===== src/hw/rtl/bsrf_pkg.sv =====
package bsrf_pkg;

    // Fixed-point word inside the datapath: wide enough for x^3 at |x| = 1.6
    localparam int FX_W     = 32;
    localparam int IN_W     = 30;
    localparam int TOL_W    = 29;
    localparam int STEP_W   = 7;
    localparam int STAT_W   = 2;
    localparam int PC_W     = 5;
    // f is applied this many times for one evaluation of g
    localparam int F_COUNT  = 4;
    localparam int FCNT_W   = 2;

    typedef logic signed [FX_W-1:0] fx_t;
    typedef logic [PC_W-1:0]        upc_t;

    typedef enum logic [STAT_W-1:0] {
        ST_CONVERGED = 2'd0,
        ST_NO_SIGN   = 2'd1,
        ST_STEP_LIM  = 2'd2
    } status_t;

    // Datapath operations, one per control word
    typedef enum logic [3:0] {
        OP_NOP,
        OP_WAIT,
        OP_SETX_A,
        OP_SAVE_GA_SETX_B,
        OP_SETX_MID,
        OP_UPDATE,
        OP_SET_NB,
        OP_SET_LIM,
        OP_EMIT,
        OP_MUL_XX,
        OP_WB_X2,
        OP_MUL_X2X,
        OP_WB_X3,
        OP_MUL_KX,
        OP_WB_F
    } op_t;

    // Jump conditions: taken goes to target (return: saved step), else next step
    typedef enum logic [3:0] {
        JC_NEVER,
        JC_ALWAYS,
        JC_NO_INPUT,
        JC_CALL,
        JC_RETURN,
        JC_F_LOOP,
        JC_NO_BRACKET,
        JC_CONVERGED,
        JC_STEP_LIMIT,
        JC_OUT_BUSY
    } jc_t;

    typedef struct packed {
        op_t  op;
        jc_t  jc;
        upc_t target;
    } uword_t;

    // Status flags that the sequencer branches on
    typedef struct packed {
        logic in_valid;
        logic no_bracket;
        logic converged;
        logic step_limit;
        logic out_busy;
    } flags_t;

    localparam upc_t A_WAIT = 5'd0;
    localparam upc_t A_TEST = 5'd5;
    localparam upc_t A_NB   = 5'd9;
    localparam upc_t A_LIM  = 5'd10;
    localparam upc_t A_OUT  = 5'd11;
    localparam upc_t A_G    = 5'd13;

    // The stop test after a halving uses g of the previous midpoint and the
    // new width; the next midpoint and its g are formed only once the loop goes on
    function automatic uword_t ucode_rom(input upc_t addr);
        uword_t w;
        begin
            w = '{op: OP_NOP, jc: JC_ALWAYS, target: A_WAIT};
            unique case (addr)
                5'd0:  w = '{op: OP_WAIT,           jc: JC_NO_INPUT,   target: A_WAIT};
                5'd1:  w = '{op: OP_SETX_A,         jc: JC_CALL,       target: A_G};
                5'd2:  w = '{op: OP_SAVE_GA_SETX_B, jc: JC_CALL,       target: A_G};
                5'd3:  w = '{op: OP_NOP,            jc: JC_NO_BRACKET, target: A_NB};
                5'd4:  w = '{op: OP_SETX_MID,       jc: JC_CALL,       target: A_G};
                5'd5:  w = '{op: OP_NOP,            jc: JC_CONVERGED,  target: A_OUT};
                5'd6:  w = '{op: OP_NOP,            jc: JC_STEP_LIMIT, target: A_LIM};
                5'd7:  w = '{op: OP_SETX_MID,       jc: JC_CALL,       target: A_G};
                5'd8:  w = '{op: OP_UPDATE,         jc: JC_ALWAYS,     target: A_TEST};
                5'd9:  w = '{op: OP_SET_NB,         jc: JC_ALWAYS,     target: A_OUT};
                5'd10: w = '{op: OP_SET_LIM,        jc: JC_NEVER,      target: A_WAIT};
                5'd11: w = '{op: OP_EMIT,           jc: JC_OUT_BUSY,   target: A_OUT};
                5'd12: w = '{op: OP_NOP,            jc: JC_ALWAYS,     target: A_WAIT};
                5'd13: w = '{op: OP_MUL_XX,         jc: JC_NEVER,      target: A_WAIT};
                5'd14: w = '{op: OP_WB_X2,          jc: JC_NEVER,      target: A_WAIT};
                5'd15: w = '{op: OP_MUL_X2X,        jc: JC_NEVER,      target: A_WAIT};
                5'd16: w = '{op: OP_WB_X3,          jc: JC_NEVER,      target: A_WAIT};
                5'd17: w = '{op: OP_MUL_KX,         jc: JC_NEVER,      target: A_WAIT};
                5'd18: w = '{op: OP_WB_F,           jc: JC_F_LOOP,     target: A_G};
                5'd19: w = '{op: OP_NOP,            jc: JC_RETURN,     target: A_WAIT};
                default: w = '{op: OP_NOP, jc: JC_ALWAYS, target: A_WAIT};
            endcase
            return w;
        end
    endfunction

endpackage


===== src/hw/rtl/bsrf_seq.sv =====
module bsrf_seq
    import bsrf_pkg::*;
(
    input  logic   aclk,
    input  logic   aresetn,
    input  flags_t flags,
    output op_t    op
);

    upc_t                pc_reg,   pc_next;
    upc_t                ret_reg,  ret_next;
    logic [FCNT_W-1:0]   fcnt_reg, fcnt_next;
    uword_t              uw;
    logic                taken;
    upc_t                pc_inc;

    always_comb begin
        uw     = ucode_rom(pc_reg);
        op     = uw.op;
        pc_inc = pc_reg + upc_t'(1);
        taken  = 1'b0;
        unique case (uw.jc)
            JC_NEVER:      taken = 1'b0;
            JC_ALWAYS:     taken = 1'b1;
            JC_NO_INPUT:   taken = !flags.in_valid;
            JC_CALL:       taken = 1'b1;
            JC_RETURN:     taken = 1'b1;
            JC_F_LOOP:     taken = (fcnt_reg != FCNT_W'(F_COUNT - 1));
            JC_NO_BRACKET: taken = flags.no_bracket;
            JC_CONVERGED:  taken = flags.converged;
            JC_STEP_LIMIT: taken = flags.step_limit;
            JC_OUT_BUSY:   taken = flags.out_busy;
            default:       taken = 1'b0;
        endcase

        ret_next  = ret_reg;
        fcnt_next = fcnt_reg;
        if (uw.jc == JC_CALL) begin
            ret_next  = pc_inc;
            fcnt_next = '0;
        end
        if (uw.jc == JC_F_LOOP) begin
            fcnt_next = fcnt_reg + FCNT_W'(1);
        end

        if (uw.jc == JC_RETURN) begin
            pc_next = ret_reg;
        end else if (taken) begin
            pc_next = uw.target;
        end else begin
            pc_next = pc_inc;
        end
    end

    always_ff @(posedge aclk) begin
        if (!aresetn) begin
            pc_reg   <= A_WAIT;
            ret_reg  <= A_WAIT;
            fcnt_reg <= '0;
        end else begin
            pc_reg   <= pc_next;
            ret_reg  <= ret_next;
            fcnt_reg <= fcnt_next;
        end
    end

endmodule


===== src/hw/rtl/bsrf_dp.sv =====
module bsrf_dp
    import bsrf_pkg::*;
#(
    parameter int MAX_STEPS = 64,
    parameter int FRAC_BITS = 28
) (
    input  logic                    aclk,
    input  logic                    aresetn,
    input  op_t                     op,
    input  logic                    in_accept,
    input  logic signed [IN_W-1:0]  lower_bound,
    input  logic signed [IN_W-1:0]  upper_bound,
    input  logic [TOL_W-1:0]        tolerance,
    output logic                    no_bracket,
    output logic                    converged,
    output logic                    step_limit,
    output logic signed [IN_W-1:0]  root,
    output status_t                 status,
    output logic [STEP_W-1:0]       steps_taken
);

    localparam longint ONE_FX = 64'sd1 <<< FRAC_BITS;
    localparam fx_t    K22    = fx_t'((22 * ONE_FX + 5) / 10);
    localparam fx_t    LIMIT  = fx_t'((16 * ONE_FX + 5) / 10);
    localparam logic signed [2*FX_W-1:0] RND = (2*FX_W)'(ONE_FX - 1);

    fx_t a_reg,  a_next;
    fx_t b_reg,  b_next;
    fx_t c_reg,  c_next;
    fx_t x_reg,  x_next;
    fx_t x2_reg, x2_next;
    fx_t x3_reg, x3_next;
    fx_t ga_reg, ga_next;
    logic signed [2*FX_W-1:0] prod_reg, prod_next;
    logic [STEP_W-1:0] steps_reg, steps_next;
    status_t status_reg, status_next;

    fx_t lo_ext, hi_ext, lo_clamp, hi_clamp;
    fx_t mul_a, mid, diff;
    fx_t trunc;
    logic signed [2*FX_W-1:0] prod_biased;
    logic [FX_W-1:0] abs_x, abs_w;
    logic opposite;

    always_comb begin
        lo_ext = {{(FX_W-IN_W){lower_bound[IN_W-1]}}, lower_bound};
        hi_ext = {{(FX_W-IN_W){upper_bound[IN_W-1]}}, upper_bound};
        priority if (lo_ext > LIMIT)  lo_clamp = LIMIT;
        else if (lo_ext < -LIMIT)     lo_clamp = -LIMIT;
        else                          lo_clamp = lo_ext;
        priority if (hi_ext > LIMIT)  hi_clamp = LIMIT;
        else if (hi_ext < -LIMIT)     hi_clamp = -LIMIT;
        else                          hi_clamp = hi_ext;

        // Truncate toward zero: bias negative products before the shift
        prod_biased = prod_reg[2*FX_W-1] ? (prod_reg + RND) : prod_reg;
        trunc       = fx_t'(prod_biased >>> FRAC_BITS);

        mid   = (a_reg + b_reg) >>> 1;
        diff  = b_reg - a_reg;
        abs_x = x_reg[FX_W-1] ? FX_W'(-x_reg) : FX_W'(x_reg);
        abs_w = diff[FX_W-1]  ? FX_W'(-diff)  : FX_W'(diff);

        // x holds g(b) after the second evaluation, g(mid) after later ones
        no_bracket = (ga_reg != '0) && (x_reg != '0) && (ga_reg[FX_W-1] == x_reg[FX_W-1]);
        converged  = !((abs_x > FX_W'(tolerance)) && (abs_w > FX_W'(tolerance)));
        step_limit = (steps_reg >= STEP_W'(MAX_STEPS));
        opposite   = ((ga_reg < 0) && (x_reg > 0)) || ((ga_reg > 0) && (x_reg < 0));

        unique case (op)
            OP_MUL_X2X: mul_a = x2_reg;
            OP_MUL_KX:  mul_a = K22;
            default:    mul_a = x_reg;
        endcase
        prod_next = mul_a * x_reg;

        a_next      = a_reg;
        b_next      = b_reg;
        c_next      = c_reg;
        x_next      = x_reg;
        x2_next     = x2_reg;
        x3_next     = x3_reg;
        ga_next     = ga_reg;
        steps_next  = steps_reg;
        status_next = status_reg;

        unique case (op)
            OP_WAIT: begin
                if (in_accept) begin
                    a_next      = lo_clamp;
                    b_next      = hi_clamp;
                    steps_next  = '0;
                    status_next = ST_CONVERGED;
                end
            end
            OP_SETX_A:  x_next = a_reg;
            OP_SAVE_GA_SETX_B: begin
                ga_next = x_reg;
                x_next  = b_reg;
            end
            OP_SETX_MID: begin
                c_next = mid;
                x_next = mid;
            end
            OP_UPDATE: begin
                if (opposite) begin
                    b_next = c_reg;
                end else begin
                    a_next  = c_reg;
                    ga_next = x_reg;
                end
                steps_next = steps_reg + STEP_W'(1);
            end
            OP_SET_NB: begin
                c_next      = '0;
                status_next = ST_NO_SIGN;
            end
            OP_SET_LIM: status_next = ST_STEP_LIM;
            OP_WB_X2:   x2_next = trunc;
            OP_WB_X3:   x3_next = trunc;
            OP_WB_F:    x_next  = x3_reg - trunc;
            default: begin
            end
        endcase

        root        = c_reg[IN_W-1:0];
        status      = status_reg;
        steps_taken = steps_reg;
    end

    always_ff @(posedge aclk) begin
        if (!aresetn) begin
            steps_reg  <= '0;
            status_reg <= ST_CONVERGED;
        end else begin
            steps_reg  <= steps_next;
            status_reg <= status_next;
        end
    end

    always_ff @(posedge aclk) begin
        a_reg    <= a_next;
        b_reg    <= b_next;
        c_reg    <= c_next;
        x_reg    <= x_next;
        x2_reg   <= x2_next;
        x3_reg   <= x3_next;
        ga_reg   <= ga_next;
        prod_reg <= prod_next;
    end

endmodule


===== src/hw/rtl/bisection_root_finder.sv =====
// Channel  Dir  Ports               Word layout (low bit first)
// s_       in   tvalid/tready/tdata lower_bound[29:0], upper_bound[59:30], unused
// m_       out  tvalid/tready/tdata root[29:0], steps_taken[36:30], zeros
//                     tuser         status[1:0]
// cfg_     in   wr_en/wr_data       tolerance[28:0], written while wr_en is high
//
// A word ends on convergence, at the step limit of MAX_STEPS halvings or with no bracket;
// its emit step stalls while the output register still holds an untaken word. Each g
// evaluation is four passes of f through the one shared 32x32 multiplier, under the
// microcode sequencer.
// Reset (aresetn low, synchronous) returns the sequencer to its wait step,
// empties the output register and sets tolerance to 268435.
// A finished word waits in the output register; the next input is taken
// meanwhile, and only its own result step stalls while m_tready is low.
module bisection_root_finder
    import bsrf_pkg::*;
#(
    parameter int MAX_STEPS = 64,
    parameter int FRAC_BITS = 28
) (
    input  logic               aclk,
    input  logic               aresetn,
    input  logic               s_tvalid,
    output logic               s_tready,
    input  logic [63:0]        s_tdata,   // lower_bound[29:0], upper_bound[59:30]
    output logic               m_tvalid,
    input  logic               m_tready,
    output logic [39:0]        m_tdata,   // root[29:0], steps_taken[36:30]
    output logic [STAT_W-1:0]  m_tuser,   // status[1:0]
    input  logic               cfg_wr_en,
    input  logic [TOL_W-1:0]   cfg_wr_data
);

    op_t                    op;
    flags_t                 flags;
    logic                   in_accept;
    logic                   out_busy;
    logic                   no_bracket, converged, step_limit;
    logic signed [IN_W-1:0] root;
    status_t                status;
    logic [STEP_W-1:0]      steps_taken;

    logic [TOL_W-1:0]  tol_reg, tol_next;
    logic              m_valid_reg, m_valid_next;
    logic [39:0]       m_data_reg, m_data_next;
    logic [STAT_W-1:0] m_user_reg, m_user_next;

    // Input is taken only at the wait step of the microprogram
    assign s_tready  = (op == OP_WAIT);
    assign in_accept = s_tvalid && s_tready;
    // Output register still holds a word the sink has not taken
    assign out_busy  = m_valid_reg && !m_tready;

    always_comb begin
        flags.in_valid   = s_tvalid;
        flags.no_bracket = no_bracket;
        flags.converged  = converged;
        flags.step_limit = step_limit;
        flags.out_busy   = out_busy;
    end

    bsrf_seq u_seq (
        .aclk    (aclk),
        .aresetn (aresetn),
        .flags   (flags),
        .op      (op)
    );

    bsrf_dp #(
        .MAX_STEPS (MAX_STEPS),
        .FRAC_BITS (FRAC_BITS)
    ) u_dp (
        .aclk        (aclk),
        .aresetn     (aresetn),
        .op          (op),
        .in_accept   (in_accept),
        .lower_bound (s_tdata[IN_W-1:0]),
        .upper_bound (s_tdata[2*IN_W-1:IN_W]),
        .tolerance   (tol_reg),
        .no_bracket  (no_bracket),
        .converged   (converged),
        .step_limit  (step_limit),
        .root        (root),
        .status      (status),
        .steps_taken (steps_taken)
    );

    always_comb begin
        tol_next = cfg_wr_en ? cfg_wr_data : tol_reg;

        m_valid_next = m_valid_reg;
        m_data_next  = m_data_reg;
        m_user_next  = m_user_reg;
        // Drop the word once taken; load a new one at the emit step when free
        if (m_valid_reg && m_tready) begin
            m_valid_next = 1'b0;
        end
        if ((op == OP_EMIT) && !out_busy) begin
            m_valid_next = 1'b1;
            m_data_next  = {3'b000, steps_taken, root};
            m_user_next  = status;
        end
    end

    always_ff @(posedge aclk) begin
        if (!aresetn) begin
            tol_reg     <= TOL_W'(268435);
            m_valid_reg <= 1'b0;
        end else begin
            tol_reg     <= tol_next;
            m_valid_reg <= m_valid_next;
        end
    end

    always_ff @(posedge aclk) begin
        m_data_reg <= m_data_next;
        m_user_reg <= m_user_next;
    end

    assign m_tvalid = m_valid_reg;
    assign m_tdata  = m_data_reg;
    assign m_tuser  = m_user_reg;

`ifndef SYNTH
    // A no-bracket result carries a zero root and no halvings
    assert property (@(posedge aclk) disable iff (!aresetn)
        (m_tvalid && (m_tuser == ST_NO_SIGN)) |-> (m_tdata[36:0] == 37'd0))
        else $error("no-bracket word with nonzero root or step count");

    // The step limit status appears only after exactly MAX_STEPS halvings
    assert property (@(posedge aclk) disable iff (!aresetn)
        (m_tvalid && (m_tuser == ST_STEP_LIM)) |-> (m_tdata[36:30] == STEP_W'(MAX_STEPS)))
        else $error("step-limit word with wrong step count");

    // A converged result never exceeds the step limit
    assert property (@(posedge aclk) disable iff (!aresetn)
        (m_tvalid && (m_tuser == ST_CONVERGED)) |-> (m_tdata[36:30] <= STEP_W'(MAX_STEPS)))
        else $error("converged word beyond the step limit");

    // After an input is taken the sequencer leaves its wait step
    assert property (@(posedge aclk) disable iff (!aresetn)
        (s_tvalid && s_tready) |=> !s_tready)
        else $error("input still ready right after an accept");
`endif

endmodule

===== config.mk =====
export PLATFORM = sky130hd
export DESIGN_NAME = bisection_root_finder
export DESIGN_NICKNAME = d
export VERILOG_FILES = /design/src/hw/rtl/bsrf_pkg.sv /design/src/hw/rtl/bsrf_seq.sv /design/src/hw/rtl/bsrf_dp.sv /design/src/hw/rtl/bisection_root_finder.sv
export SDC_FILE = /design/constraint.sdc
export NUM_CORES = 2
export LEC_CHECK = 0
export BUFFER_PORTS_ARGS = -buffer_cell sky130_fd_sc_hd__buf_2
export CORE_ASPECT_RATIO = 0.8
export CORE_MARGIN = 4
export CORE_UTILIZATION = 35
export CTS_CLUSTER_SIZE = 40
export DETAILED_ROUTE_END_ITERATION = 6
export GPL_TIMING_DRIVEN = 0
export HOLD_SLACK_MARGIN = 0.02
export PLACE_DENSITY = 0.49
export REMOVE_ABC_BUFFERS = 1
export SLEW_MARGIN = 30
export SYNTH_ARGS = -nofsm -noshare
export SYNTH_HDL_FRONTEND = slang
export SYNTH_SLANG_ARGS = --single-unit

===== constraint.sdc =====
create_clock -name aclk -period 10.5 [get_ports aclk]
set_clock_uncertainty 0.15 [all_clocks]
set_input_delay 1.575 -clock aclk [delete_from_list [all_inputs] [get_ports aclk]]
set_output_delay 1.575 -clock aclk [all_outputs]
set_load 0.05 [all_outputs]

==> run metrics <==
Worst Tran Pin Value=just under 1 ns; worst hold endpoint=m_tuser[1]$_DFFE_PP_; CTS tree=built; RSZ-0062 raised after global routing=no; CTS Buf Count=41; fillers=about 16k; leading cell type in the layout, fill and taps excluded=inv_1; total congestion overflow=0; clk sinks=384; max-slew violations=0; Synth Area per Inst=9.51 um2; Ys Warns=0; Post-Syn Area=around 59000 um2; Final Critical Period=10.19 ns; source of the critical timing path=u_seq.uw[10]$_DFF_P_; Hold WC Path Type=reg -> reg; crit path max fanout=20; CTS max path bufs=3; io pins=142; commonest non-fill, non-tap cells in the layout=inv_1, fa_1, nand2_1, and2_1, ha_1; pin count of the biggest net entering global routing=just over 40; HP Start=u_dp.status[1]$_SDFFE_PN0P_; Hold Violations, Final=0; WHS Path Cells=0; Starting Density=35.4%; worst r2r dst=u_dp.prod_reg[63]$_DFF_P_; worst setup margin=0.306 ns; Most used DFF post-synth=edfxtp_1; Reg2Reg Setup Slack=0.31 ns; status=finished, final reports clean; CP Capture Type=register; sequential-to-total area share from yosys stat=17.6%; setup violators final=0; number of global-route vias before repair=around 45k; maxcap violations=0; first-pass GRT wire length=285000 um; Reg clk slew, reported paths=0.06 ns; Die Wd=465 um; core area=roughly 170000 um2; worst r2r src=u_seq.uw[10]$_DFF_P_; Total GRT Usage=21.4%; clock latency on the worst-skew pair=0.63 ns; Slew HR=33.7%; cts hold-fix bufs=0; site row count=133; layout cell share with drive strength beyond 1=between 8 and 9%; DRT Wirelength=188000 um; Post-Synthesis Cells=6154; Via Count=between 40k and 50k; number of synthesized register bits=384; Max stage delay on crit path=between 0.5 and 0.6 ns; Port Buffers=134; Area Growth Syn to Fin=11.5%; Synth cell types=101; most repeated library cell on the critical path=fa_1; drt wl/cell=roughly 22 um; DRC viols=0; Die Area=174000 um2; initial antenna violation count=3; HPWL Detailed=153000 um; Worst path slowest cell=fa_1; CP bufs+invs=3; post-route ant nets=0; die height=374 um; Top Family by Delay on Critical Path=adder cells; startpoint types=register; EDFF count, synth=260; Required @ worst endpoint=10.82 ns; CTS H-tree depth=2; Setup CP Type=reg -> reg; Final GP Congestion=0.867; Via density=5.13; crit share post-route=97.1%; R2R depth=30; DR pass1 iterations=6; clock tree root driver cell=clkbuf_16; DRT iter0 DRCs=3209; worst slack, placed=-1.11 ns; Critical Path AT=~11 ns; Post-synth ARST share=0%; FMAX=0.0981 GHz; Largest register FFs=61; TNS Setup=0 ns; fin nets=7715
[worst max path at each step]
stage,depth (start not counted),endpoint,slack [ns]
2_1_floorplan,27,u_dp.prod_reg[63]$_DFF_P_,-0.25
3_3_place_gp,29,u_dp.prod_reg[63]$_DFF_P_,-6.03
3_5_place_dp,31,u_dp.prod_reg[63]$_DFF_P_,-1.11
4_1_cts,30,u_dp.prod_reg[63]$_DFF_P_,0.07
5_1_grt,30,u_dp.prod_reg[63]$_DFF_P_,0.007
6_report,30,u_dp.prod_reg[63]$_DFF_P_,0.31
[cells in the mapped netlist (24+ instances only)]
library cell | instances | area, um2
nand4_1 | 33 | 206
o21ai_0 | 165 | 826
clkbuf_1 | 294 | 1100
nand2b_1 | 62 | 388
nand2_1 | 687 | 2580
fa_1 | 1085 | 21700
mux2i_1 | 35 | 350
nor3_1 | 44 | 220
edfxtp_1 | 260 | 7810
o31ai_1 | 24 | 180
xor2_1 | 58 | 508
ha_1 | 348 | 4350
and2_1 | 440 | 2750
nor2b_1 | 28 | 175
nor4_1 | 33 | 206
a21oi_1 | 207 | 1040
a21o_1 | 68 | 510
nor2_1 | 286 | 1070
xnor2_1 | 176 | 1540
nand3_1 | 55 | 275
o21bai_1 | 41 | 308
inv_1 | 1172 | 4400
o21a_1 | 35 | 263
dfxtp_1 | 124 | 2480
[per-layer routing]
metal  routed length (um)  track usage (%)
met3                13700             4.46
met5                    0                0
met1                86800             31.2
met2                82500             32.7
met4                 4600             4.62
[area by class of cell]
class	count	area [um2]	area share (%)
Antenna cell	5	12.5	0.0192
Clock buffer	51	1080	1.66
Clock inverter	25	352	0.539
Inverter	1175	4420	6.78
Multi-Input combinational cell	4278	43100	66.0
Sequential cell	384	10300	15.8
Tap cell	2227	2790	4.27
Timing Repair Buffer	304	3200	4.90
[cells by family after synthesis]
kind of cell | share of synthesized area, %
compound gates | 9.09
xor+xnor | 3.50
fa+ha+maj | 44.6
buf+inv | 9.71
flops | 17.6
mux | 0.657
other cells | 0.00641
simple gates | 14.9
[repair_timing]
action | CTS | global route
endpoints found under the setup margin | 19 | 7
gates cloned | 3 | 4
pin swaps | 3 | 6
buffers inserted | 7 | 14
resized for setup | 29 | 11
[metrics by stage]
step | utilization (%) | std cells | area, um2 | hold WS, ns
after floorplan | - | 5830 | 57200 | 0.258
after global routing | 39.5 | 8444 | 65200 | 0.295
after CTS | 39.3 | 8426 | 64900 | 0.289
after detailed placement | 38.3 | 8340 | 63300 | 0.277
after global placement | 36.7 | 8191 | 60700 | 0.273
final | 39.5 | 8449 | 65200 | 0.294
Power is left out: the tool's default activity adds up to more than one toggle a clock period on the data nets, which glitch-free logic cannot reach.
